<file path="src/rtl/ftqg_pkg.sv">
// Shared constants, types and codes for the frame time quality governor.
// Used by ftqg_div and frame_time_quality_governor.
package ftqg_pkg;

    localparam int WINDOW_DEPTH = 64;
    localparam int WIN_AW       = (WINDOW_DEPTH > 1) ? $clog2(WINDOW_DEPTH) : 1;
    localparam int CNT_W        = $clog2(WINDOW_DEPTH + 1);
    localparam int SUM_W        = 16 + WIN_AW;

    localparam int DIV_W  = 16;
    localparam int DIV_CW = 5;
    localparam logic [DIV_CW-1:0] AVG_ITERS = 5'd16;
    localparam logic [DIV_CW-1:0] HLT_ITERS = 5'd9;

    localparam int MUL_W  = 10;
    localparam int PROD_W = 26;
    localparam logic [3:0] MUL_STEPS = 4'd10;

    localparam int S_TDATA_W = 40;
    localparam int M_TDATA_W = 48;

    localparam logic [2:0] LEVEL_MAX = 3'd4;
    localparam logic [2:0] LEVEL_MIN = 3'd0;

    localparam logic ACTION_TICK  = 1'b0;
    localparam logic ACTION_FORCE = 1'b1;

    localparam logic [2:0] CFG_AUTO_ENABLE = 3'd0;
    localparam logic [2:0] CFG_TARGET      = 3'd1;
    localparam logic [2:0] CFG_SENSITIVITY = 3'd2;
    localparam logic [2:0] CFG_CRITICAL    = 3'd3;
    localparam logic [2:0] CFG_BAD         = 3'd4;
    localparam logic [2:0] CFG_GOOD        = 3'd5;
    localparam logic [2:0] CFG_RUN_LIMIT   = 3'd6;
    localparam logic [2:0] CFG_SETTLE      = 3'd7;

    typedef enum logic [2:0] {
        ST_IDLE,
        ST_PUSH,
        ST_AVG_GO,
        ST_AVG_WAIT,
        ST_HLT_GO,
        ST_HLT_WAIT,
        ST_DECIDE
    } ftqg_state_t;

    typedef struct packed {
        logic              start;
        logic [DIV_CW-1:0] iters;
    } div_req_t;

endpackage

</file>
<file path="src/rtl/frame_time_quality_governor.sv">
// Frame time quality governor: one item in, one result item out.
// From acceptance to m_tvalid, the time is set by the serial divider: 16 steps for the window
// average (skipped while the window is empty), then 9 for health beside a 10-step multiply.
// One item at a time; the next is accepted the cycle after the result registers.
// aresetn is synchronous, active low; it restores defaults and level 4.
// The history memory has no reset; only entries already written are used.
module frame_time_quality_governor
    import ftqg_pkg::*;
(
    input  logic                 aclk,
    input  logic                 aresetn,
    input  logic                 s_tvalid,
    output logic                 s_tready,
    // frame_time_us[15:0], delta_time_us[31:16], forced_level[34:32], zero fill
    input  logic [S_TDATA_W-1:0] s_tdata,
    // action
    input  logic                 s_tuser,
    output logic                 m_tvalid,
    input  logic                 m_tready,
    // quality_level[2:0], level_changed[3], critical_seen[4], health_q8[13:5],
    // stable_flag[14], average_time_us[30:15], bad_run[38:31], good_run[47:39]
    output logic [M_TDATA_W-1:0] m_tdata,
    input  logic                 cfg_valid,
    output logic                 cfg_ready,
    input  logic [2:0]           cfg_index,
    input  logic [23:0]          cfg_data
);

    ftqg_state_t state_reg, state_next;

    logic        auto_en_reg;
    logic [15:0] target_reg;
    logic [9:0]  sens_reg;
    logic [9:0]  crit_reg;
    logic [9:0]  bad_reg;
    logic [9:0]  good_reg;
    logic [7:0]  limit_reg;
    logic [23:0] settle_reg;

    logic        action_reg;
    logic [15:0] ft_reg;
    logic [15:0] dt_reg;
    logic [2:0]  forced_reg;

    logic [15:0]      ring [WINDOW_DEPTH];
    logic [15:0]      rd_data_reg;
    logic [SUM_W-1:0] sum_reg;
    logic [CNT_W-1:0] count_reg;
    logic [WIN_AW-1:0] head_reg;

    logic [2:0]  level_reg, level_next;
    logic [7:0]  bad_cnt_reg, bad_cnt_next;
    logic [8:0]  good_cnt_reg, good_cnt_next;
    logic [31:0] timer_reg, timer_next;

    logic [15:0] avg_reg;
    logic [8:0]  health_reg;
    logic        hdone_reg;

    logic [MUL_W-1:0]  sens_sh_reg, crit_sh_reg, bad_sh_reg, good_sh_reg;
    logic [PROD_W-1:0] prod_avg_reg, prod_crit_reg, prod_bad_reg, prod_good_reg;
    logic [3:0]        mcnt_reg;

    logic                 m_tvalid_reg;
    logic [M_TDATA_W-1:0] m_tdata_reg;

    div_req_t         div_req;
    logic [DIV_W-1:0] div_rem_init;
    logic [DIV_W-1:0] div_dvd;
    logic [DIV_W-1:0] div_dsr;
    logic             div_done;
    logic [DIV_W-1:0] div_quot;

    logic [15:0] tgt_eff;
    logic        run;
    logic        full;
    logic        hlt_sat;
    logic        commit;
    logic        crit_hit, bad_hit, good_hit;
    logic        crit_next;
    logic [2:0]  want;
    logic [7:0]  bad_inc;
    logic [8:0]  good_inc;
    logic [31:0] tmr_base;
    logic [32:0] tmr_sum;
    logic [8:0]  hlt_r;
    logic        stable;

    assign tgt_eff   = (target_reg == 16'd0) ? 16'd1 : target_reg;
    assign run       = (action_reg == ACTION_TICK) && auto_en_reg;
    assign full      = (count_reg == CNT_W'(WINDOW_DEPTH));
    assign hlt_sat   = ({1'b0, avg_reg} >= {tgt_eff, 1'b0});
    assign s_tready  = (state_reg == ST_IDLE);
    assign cfg_ready = 1'b1;
    assign m_tvalid  = m_tvalid_reg;
    assign m_tdata   = m_tdata_reg;

    // Configuration registers
    always_ff @(posedge aclk) begin
        if (!aresetn) begin
            auto_en_reg <= 1'b1;
            target_reg  <= 16'd16667;
            sens_reg    <= 10'd256;
            crit_reg    <= 10'd384;
            bad_reg     <= 10'd282;
            good_reg    <= 10'd230;
            limit_reg   <= 8'd5;
            settle_reg  <= 24'd1000000;
        end else if (cfg_valid && cfg_ready) begin
            case (cfg_index)
                CFG_AUTO_ENABLE: auto_en_reg <= cfg_data[0];
                CFG_TARGET:      target_reg  <= cfg_data[15:0];
                CFG_SENSITIVITY: sens_reg    <= cfg_data[9:0];
                CFG_CRITICAL:    crit_reg    <= cfg_data[9:0];
                CFG_BAD:         bad_reg     <= cfg_data[9:0];
                CFG_GOOD:        good_reg    <= cfg_data[9:0];
                CFG_RUN_LIMIT:   limit_reg   <= cfg_data[7:0];
                CFG_SETTLE:      settle_reg  <= cfg_data[23:0];
                default: ;
            endcase
        end
    end

    // Capture the accepted item
    always_ff @(posedge aclk) begin
        if (s_tvalid && s_tready) begin
            action_reg <= s_tuser;
            ft_reg     <= s_tdata[15:0];
            dt_reg     <= s_tdata[31:16];
            forced_reg <= s_tdata[34:32];
        end
    end

    // History window memory
    always_ff @(posedge aclk) begin
        if ((state_reg == ST_PUSH) && run) begin
            ring[head_reg] <= ft_reg;
        end
        rd_data_reg <= ring[head_reg];
    end

    always_ff @(posedge aclk) begin
        if (!aresetn) begin
            sum_reg   <= '0;
            count_reg <= '0;
            head_reg  <= '0;
        end else if ((state_reg == ST_PUSH) && run) begin
            count_reg <= full ? count_reg : count_reg + 1'b1;
            sum_reg   <= sum_reg - (full ? SUM_W'(rd_data_reg) : '0) + SUM_W'(ft_reg);
            head_reg  <= (head_reg == WIN_AW'(WINDOW_DEPTH - 1)) ? '0 : head_reg + 1'b1;
        end
    end

    ftqg_div u_div (
        .aclk     (aclk),
        .aresetn  (aresetn),
        .req      (div_req),
        .rem_init (div_rem_init),
        .dvd_bits (div_dvd),
        .divisor  (div_dsr),
        .done     (div_done),
        .quot     (div_quot)
    );

    always_comb begin
        div_req.start = 1'b0;
        div_req.iters = AVG_ITERS;
        div_rem_init  = DIV_W'(sum_reg[SUM_W-1:16]);
        div_dvd       = sum_reg[15:0];
        div_dsr       = DIV_W'(count_reg);
        if (state_reg == ST_HLT_GO) begin
            div_req.start = !hlt_sat;
            div_req.iters = HLT_ITERS;
            div_rem_init  = {1'b0, avg_reg[15:1]};
            div_dvd       = {avg_reg[0], 15'd0};
            div_dsr       = tgt_eff;
        end else if (state_reg == ST_AVG_GO) begin
            div_req.start = (count_reg != '0);
        end
    end

    assign hlt_r = div_quot[8:0];

    // Average, health and threshold products
    always_ff @(posedge aclk) begin
        if (!aresetn) begin
            hdone_reg <= 1'b0;
            mcnt_reg  <= '0;
        end else begin
            case (state_reg)
                ST_AVG_GO: begin
                    if (count_reg == '0) begin
                        avg_reg <= '0;
                    end
                end
                ST_AVG_WAIT: begin
                    if (div_done) begin
                        avg_reg <= div_quot;
                    end
                end
                ST_HLT_GO: begin
                    hdone_reg     <= hlt_sat;
                    health_reg    <= '0;
                    mcnt_reg      <= MUL_STEPS;
                    sens_sh_reg   <= sens_reg;
                    crit_sh_reg   <= crit_reg;
                    bad_sh_reg    <= bad_reg;
                    good_sh_reg   <= good_reg;
                    prod_avg_reg  <= '0;
                    prod_crit_reg <= '0;
                    prod_bad_reg  <= '0;
                    prod_good_reg <= '0;
                end
                ST_HLT_WAIT: begin
                    if (div_done) begin
                        hdone_reg  <= 1'b1;
                        health_reg <= (hlt_r <= 9'd256) ? 9'd256 :
                                      9'(10'd512 - {1'b0, hlt_r});
                    end
                    if (mcnt_reg != '0) begin
                        mcnt_reg      <= mcnt_reg - 1'b1;
                        sens_sh_reg   <= {sens_sh_reg[MUL_W-2:0], 1'b0};
                        crit_sh_reg   <= {crit_sh_reg[MUL_W-2:0], 1'b0};
                        bad_sh_reg    <= {bad_sh_reg[MUL_W-2:0], 1'b0};
                        good_sh_reg   <= {good_sh_reg[MUL_W-2:0], 1'b0};
                        prod_avg_reg  <= (prod_avg_reg << 1) +
                                         (sens_sh_reg[MUL_W-1] ? PROD_W'(avg_reg) : '0);
                        prod_crit_reg <= (prod_crit_reg << 1) +
                                         (crit_sh_reg[MUL_W-1] ? PROD_W'(tgt_eff) : '0);
                        prod_bad_reg  <= (prod_bad_reg << 1) +
                                         (bad_sh_reg[MUL_W-1] ? PROD_W'(tgt_eff) : '0);
                        prod_good_reg <= (prod_good_reg << 1) +
                                         (good_sh_reg[MUL_W-1] ? PROD_W'(tgt_eff) : '0);
                    end
                end
                default: ;
            endcase
        end
    end

    // Level decision
    assign crit_hit = (prod_avg_reg >= prod_crit_reg);
    assign bad_hit  = (prod_avg_reg >= prod_bad_reg);
    assign good_hit = (prod_avg_reg <= prod_good_reg);
    assign bad_inc  = (bad_cnt_reg == 8'hFF) ? bad_cnt_reg : bad_cnt_reg + 1'b1;
    assign good_inc = (good_cnt_reg == 9'h1FF) ? good_cnt_reg : good_cnt_reg + 1'b1;

    always_comb begin
        level_next    = level_reg;
        bad_cnt_next  = bad_cnt_reg;
        good_cnt_next = good_cnt_reg;
        timer_next    = timer_reg;
        crit_next     = 1'b0;
        want          = level_reg;
        tmr_base      = timer_reg;
        tmr_sum       = '0;
        if (action_reg == ACTION_FORCE) begin
            if (forced_reg <= LEVEL_MAX) begin
                level_next    = forced_reg;
                bad_cnt_next  = '0;
                good_cnt_next = '0;
                timer_next    = '0;
            end
        end else if (auto_en_reg) begin
            if (crit_hit) begin
                crit_next = 1'b1;
                want      = LEVEL_MIN;
            end else if (bad_hit) begin
                bad_cnt_next  = bad_inc;
                good_cnt_next = '0;
                if ((bad_inc >= limit_reg) && (timer_reg >= {8'd0, settle_reg})) begin
                    want = (level_reg == LEVEL_MIN) ? LEVEL_MIN : level_reg - 1'b1;
                end
            end else if (good_hit) begin
                good_cnt_next = good_inc;
                bad_cnt_next  = '0;
                if ((good_inc >= {limit_reg, 1'b0}) &&
                    (timer_reg >= {7'd0, settle_reg, 1'b0})) begin
                    want = (level_reg == LEVEL_MAX) ? LEVEL_MAX : level_reg + 1'b1;
                end
            end else begin
                bad_cnt_next  = '0;
                good_cnt_next = '0;
            end
            if (want != level_reg) begin
                level_next    = want;
                bad_cnt_next  = '0;
                good_cnt_next = '0;
                tmr_base      = '0;
            end
            tmr_sum    = {1'b0, tmr_base} + 33'(dt_reg);
            timer_next = tmr_sum[32] ? 32'hFFFF_FFFF : tmr_sum[31:0];
        end
    end

    assign stable = (bad_cnt_next == 8'd0) && (good_cnt_next < {1'b0, limit_reg});

    // Sequencer
    always_ff @(posedge aclk) begin
        if (!aresetn) begin
            state_reg <= ST_IDLE;
        end else begin
            state_reg <= state_next;
        end
    end

    always_comb begin
        state_next = state_reg;
        commit     = 1'b0;
        case (state_reg)
            ST_IDLE: begin
                if (s_tvalid) begin
                    state_next = ST_PUSH;
                end
            end
            ST_PUSH: begin
                state_next = ST_AVG_GO;
            end
            ST_AVG_GO: begin
                state_next = (count_reg == '0) ? ST_HLT_GO : ST_AVG_WAIT;
            end
            ST_AVG_WAIT: begin
                if (div_done) begin
                    state_next = ST_HLT_GO;
                end
            end
            ST_HLT_GO: begin
                state_next = ST_HLT_WAIT;
            end
            ST_HLT_WAIT: begin
                if ((mcnt_reg == '0) && hdone_reg) begin
                    state_next = ST_DECIDE;
                end
            end
            ST_DECIDE: begin
                if (!m_tvalid_reg || m_tready) begin
                    commit     = 1'b1;
                    state_next = ST_IDLE;
                end
            end
            default: begin
                state_next = ST_IDLE;
            end
        endcase
    end

    // Governor state
    always_ff @(posedge aclk) begin
        if (!aresetn) begin
            level_reg    <= LEVEL_MAX;
            bad_cnt_reg  <= '0;
            good_cnt_reg <= '0;
            timer_reg    <= '0;
        end else if (commit) begin
            level_reg    <= level_next;
            bad_cnt_reg  <= bad_cnt_next;
            good_cnt_reg <= good_cnt_next;
            timer_reg    <= timer_next;
        end
    end

    // Result register
    always_ff @(posedge aclk) begin
        if (!aresetn) begin
            m_tvalid_reg <= 1'b0;
        end else if (commit) begin
            m_tvalid_reg <= 1'b1;
        end else if (m_tready) begin
            m_tvalid_reg <= 1'b0;
        end
    end

    always_ff @(posedge aclk) begin
        if (commit) begin
            m_tdata_reg <= {good_cnt_next, bad_cnt_next, avg_reg, stable, health_reg,
                            crit_next, (level_next != level_reg), level_next};
        end
    end

endmodule

</file>
<file path="src/rtl/ftqg_div.sv">
// Bit-serial restoring divider, one quotient bit per cycle.
// Depends on ftqg_pkg; shared by the average and health computations.
module ftqg_div
    import ftqg_pkg::*;
(
    input  logic             aclk,
    input  logic             aresetn,
    input  div_req_t         req,
    input  logic [DIV_W-1:0] rem_init,
    input  logic [DIV_W-1:0] dvd_bits,
    input  logic [DIV_W-1:0] divisor,
    output logic             done,
    output logic [DIV_W-1:0] quot
);

    logic [DIV_W-1:0]  rem_reg;
    logic [DIV_W-1:0]  dvd_reg;
    logic [DIV_W-1:0]  dsr_reg;
    logic [DIV_W-1:0]  quot_reg;
    logic [DIV_CW-1:0] cnt_reg;
    logic              busy_reg;
    logic              done_reg;
    logic [DIV_W+1:0]  diff;

    assign diff = {1'b0, rem_reg, dvd_reg[DIV_W-1]} - {2'b00, dsr_reg};

    always_ff @(posedge aclk) begin
        if (!aresetn) begin
            busy_reg <= 1'b0;
            done_reg <= 1'b0;
            cnt_reg  <= '0;
        end else begin
            done_reg <= 1'b0;
            if (req.start) begin
                busy_reg <= 1'b1;
                cnt_reg  <= req.iters;
            end else if (busy_reg) begin
                cnt_reg <= cnt_reg - 1'b1;
                if (cnt_reg == DIV_CW'(1)) begin
                    busy_reg <= 1'b0;
                    done_reg <= 1'b1;
                end
            end
        end
    end

    always_ff @(posedge aclk) begin
        if (req.start) begin
            rem_reg  <= rem_init;
            dvd_reg  <= dvd_bits;
            dsr_reg  <= divisor;
            quot_reg <= '0;
        end else if (busy_reg) begin
            dvd_reg <= {dvd_reg[DIV_W-2:0], 1'b0};
            if (!diff[DIV_W+1]) begin
                rem_reg  <= diff[DIV_W-1:0];
                quot_reg <= {quot_reg[DIV_W-2:0], 1'b1};
            end else begin
                rem_reg  <= {rem_reg[DIV_W-2:0], dvd_reg[DIV_W-1]};
                quot_reg <= {quot_reg[DIV_W-2:0], 1'b0};
            end
        end
    end

    assign done = done_reg;
    assign quot = quot_reg;

endmodule

</file>
<file path="config.mk">
export PLATFORM = sky130hd
export DESIGN_NAME = frame_time_quality_governor
export DESIGN_NICKNAME = d
export VERILOG_FILES = /design/src/rtl/ftqg_pkg.sv /design/src/rtl/frame_time_quality_governor.sv /design/src/rtl/ftqg_div.sv
export SDC_FILE = /design/constraint.sdc
export NUM_CORES = 2
export LEC_CHECK = 0
export ABC_AREA = 1
export BUFFER_PORTS_ARGS = -buffer_cell sky130_fd_sc_hd__buf_2
export CAP_MARGIN = 15
export CORE_ASPECT_RATIO = 2
export CORE_UTILIZATION = 40
export DETAILED_ROUTE_END_ITERATION = 10
export HOLD_SLACK_MARGIN = 0.08
export PLACE_DENSITY_LB_ADDON = 0.08
export SLEW_MARGIN = 20
export SYNTH_ARGS = -nofsm -noshare
export SYNTH_HDL_FRONTEND = slang
export SYNTH_SLANG_ARGS = --single-unit
</file>
<file path="constraint.sdc">
create_clock -name aclk -period 8.2 [get_ports aclk]
set_input_delay 1.64 -clock aclk [delete_from_list [all_inputs] [get_ports aclk]]
set_output_delay 1.64 -clock aclk [all_outputs]
set_load 0.02 [all_outputs]
</file>
==> flow_summary.yaml <==
status:
  status: "completed"
critical_path:
  crit_fanout: 23
  arrival_ps: 7500
  crit_required_ps: 8860
  max_stage_delay_ps: 400
  start_kind: "flip-flop"
  crit_type: "flip-flop to flip-flop"
  timing.critical_path.mode_cell: "nand2_1"
  critPathCaptureType: "flip-flop"
  cpMaxStageDelayCell: "dfxtp_1"
timing:
  period_needed_ps: 6840
  grt_setup_unrepaired: "no"
  fmax_mhz: 146
  finalSetupViolCount: 0
  setup-tns-final_ps: 0
  finalMaxSlewViolations: 0
  finalHoldViolations: 0
  slew_headroom_pct: 27.2
  hold_slack_ps: 393
  skew_ps: 68.4
  fin_crit_sh_pct: 83.5
  tightest_slew_ps: 1090
synth:
  synth_fa_ha_area_share_pct: 5.99
  synth_simple_gate_area_share_pct: 11.6
  synthArstFlopShare_pct: 0
  ys.flop_type: "edfxtp_1"
  ys_types: 65
  syn_avg_cell_area_sq_um: 11.5
  synth-seq-cells: 1549
  ys_seq_area_share_pct: 64.8
  synth-compound-area-share_pct: 11.9
  synth-xor-area-share_pct: 0.833
  yosys_warnings: 0
  synth_area_leaders: "edfxtp_1 58%, dfxtp_1 6.6%, nand2_1 5.8%, ha_1 5.3%, inv_1 3.5%"
  synth_area_sq_um: 68300
  synth_top_area_share_pct: 58.2
  yosys.area.top_type: "edfxtp_1"
  synth_nets: 6328
  syn_inst: 5941
  synth-edff-count: 1325
  synthMuxAreaShare_pct: 0.0165
  synth_top_family_by_area: "compound AO/OA/AOI/OAI gates"
pwr:
  power.leakage_nw: 28.8
  ir_worst_vdd_uv: 197
  p_per_area_nw_per_um2: 265
route:
  viasPerCell: 5.36
  drtIter0Drc: 2862
  drcViolationCount: 0
  wl_per_cell_um: 23.5
  drtAntennaViolNets: 0
  routed_wl_um: 201000
  vias: 45700
  first_pass_iters: 7
floorplanning:
  die-width_um: 294
  core_area_sq_um: 170000
  die_area_sq_um: 173000
  dieHeight_um: 587
  io_pins: 124
  initial_core_util_pct: 40.3
  num_rows: 214
clock_tree:
  h-tree-depth: 4
  cts-root-buf: "clkbuf_16"
  cts_buffers: 153
  cts_tree: "done"
  clock_latency_ps: 810
  path_clk_slew_ps: 60
  cts_buffer_depth: 4
  post-cts-setup-buffer-count: 0
  postCtsHoldBufs: 0
  clock-sinks: 1549
  post_cts_resized: 0
layout:
  fillers: 16000
  layout-drive-gt1-share_pct: 9.04
  final_cells: 8534
  area_delta_synth_final_pct: 12.7
  fin_nets: 6540
  largest_register_ffs: 1024
global_route:
  grt_start_max_net_pins: 142
  grt_first_pass_wirelength_um: 295000
  grt_pass1_vias: 45900
  grt_overflow: 0
  track_usage_pct: 23.1
  antenna_found_initial: 2
min_path:
  hp-class: "flip-flop to flip-flop"
place:
  gp_congestion: 0.868
  portBuffers: 117
  dp.cells: 8266
  dpl.hpwl_um: 133000
job:
  maxCapViolCount: 0
## final timing paths
| path | from | to | slack (ps) | depth (start not counted) |
|---|---|---|---|---|
| setup reg to reg | bad_cnt_reg[0] | timer_reg[0] | 1360 | 47 |
| hold / removal | health_reg[4] | m_tdata[9] | 390 | 0 |
| hold reg to reg | health_reg[4] | m_tdata[9] | 390 | 0 |
| setup / recovery | bad_cnt_reg[0] | timer_reg[0] | 1360 | 47 |
## worst max-delay path, delay by kind of cell, from the launching register on
kind / cells / cell delay [ps]
flip-flops: 1 / 400
AO/OA/AOI/OAI: 7 / 1100
XOR/XNOR: 1 / 250
buffers and inverters: 7 / 940
adder cells (fa/ha/maj): 3 / 850
AND/OR/NAND/NOR: 29 / 3200
## through the flow
step	instance area, sq um	worst slack, ps	total power [mW]	utilization, %
floorplan	68300	2010	12.1	-
global placement	72300	1340	13.7	42.6
detailed placement	72300	1450	13.8	42.6
CTS	77000	1370	20.7	45.4
global route	77000	597	21.3	45.4
finish	77000	1360	20.4	45.4
## Yosys cell counts (all sizes together), types with 17 or more instances
library cell / instances
edfxtp: 1325
nand2: 1060
inv: 640
nor2: 411
a21oi: 392
o21ai: 330
ha: 292
dfxtp: 224
clkbuf: 180
a221oi: 157
nand4: 152
a22oi: 135
nand3: 130
a22o: 129
nor3: 64
xor2: 55
buf: 38
o21a: 38
o22ai: 23
fa: 22
nor4: 17
o211ai: 17
## kinds of logic (layout without fill, tap and decap cells)
family | after synthesis | after routing
compound gates | 1278 | 1278
xor+xnor | 65 | 65
fa+ha+maj | 314 | 314
buf+inv | 876 | 1198
flops | 1549 | 1549
mux | 1 | 1
other cells | 1 | 4
simple gates | 1857 | 1857
## metal layers
metal  GRT usage (%)  share of wire, %  wire length (um)  vias up
li1                -                 -                 -    21700
met1            23.8                36             71200    22700
met2            45.8                56            113000      932
met3            2.21               3.3              6520      334
met4            10.7               5.0              9940        2
met5               0            0.0090                18        -
## cell usage in the layout, fill, tap and decap left out, drive strengths merged, types with 12 or more instances in the layout
cell and n:
nor2 411, a21oi 392, inv 643, nor4 17
o21ai 330, a22o 129, o22ai 23, o21bai 12
nand3 130, nand4 152, clkinv 58, a221oi 157
xor2 55, nand2 1060, buf 281, edfxtp 1325
dfxtp 224, a31oi 14, o211ai 17, fa 22
nor3 64, o21a 38, a22oi 135, clkbuf 204
ha 292
## layout make-up
type	instances	area (sq um)	area share, %
inverters	652	2450	3.18
clock inverters	61	583	0.757
clock buffers	204	4140	5.38
well taps	2268	2840	3.68
diodes	3	7.51	0.00975
multi-input cells	3516	20800	27.0
flip-flops and latches	1549	44300	57.5
repair buffers	281	1910	2.48
## report_power, final
part           total [mW]  internal, mW  switching (mW)
logic                3.98          1.20            2.78
registers            9.53          9.30           0.222
clock network        6.90          3.87            3.03
total                20.4          14.4            6.03
Note: power is estimated with default switching activity, not from simulation.
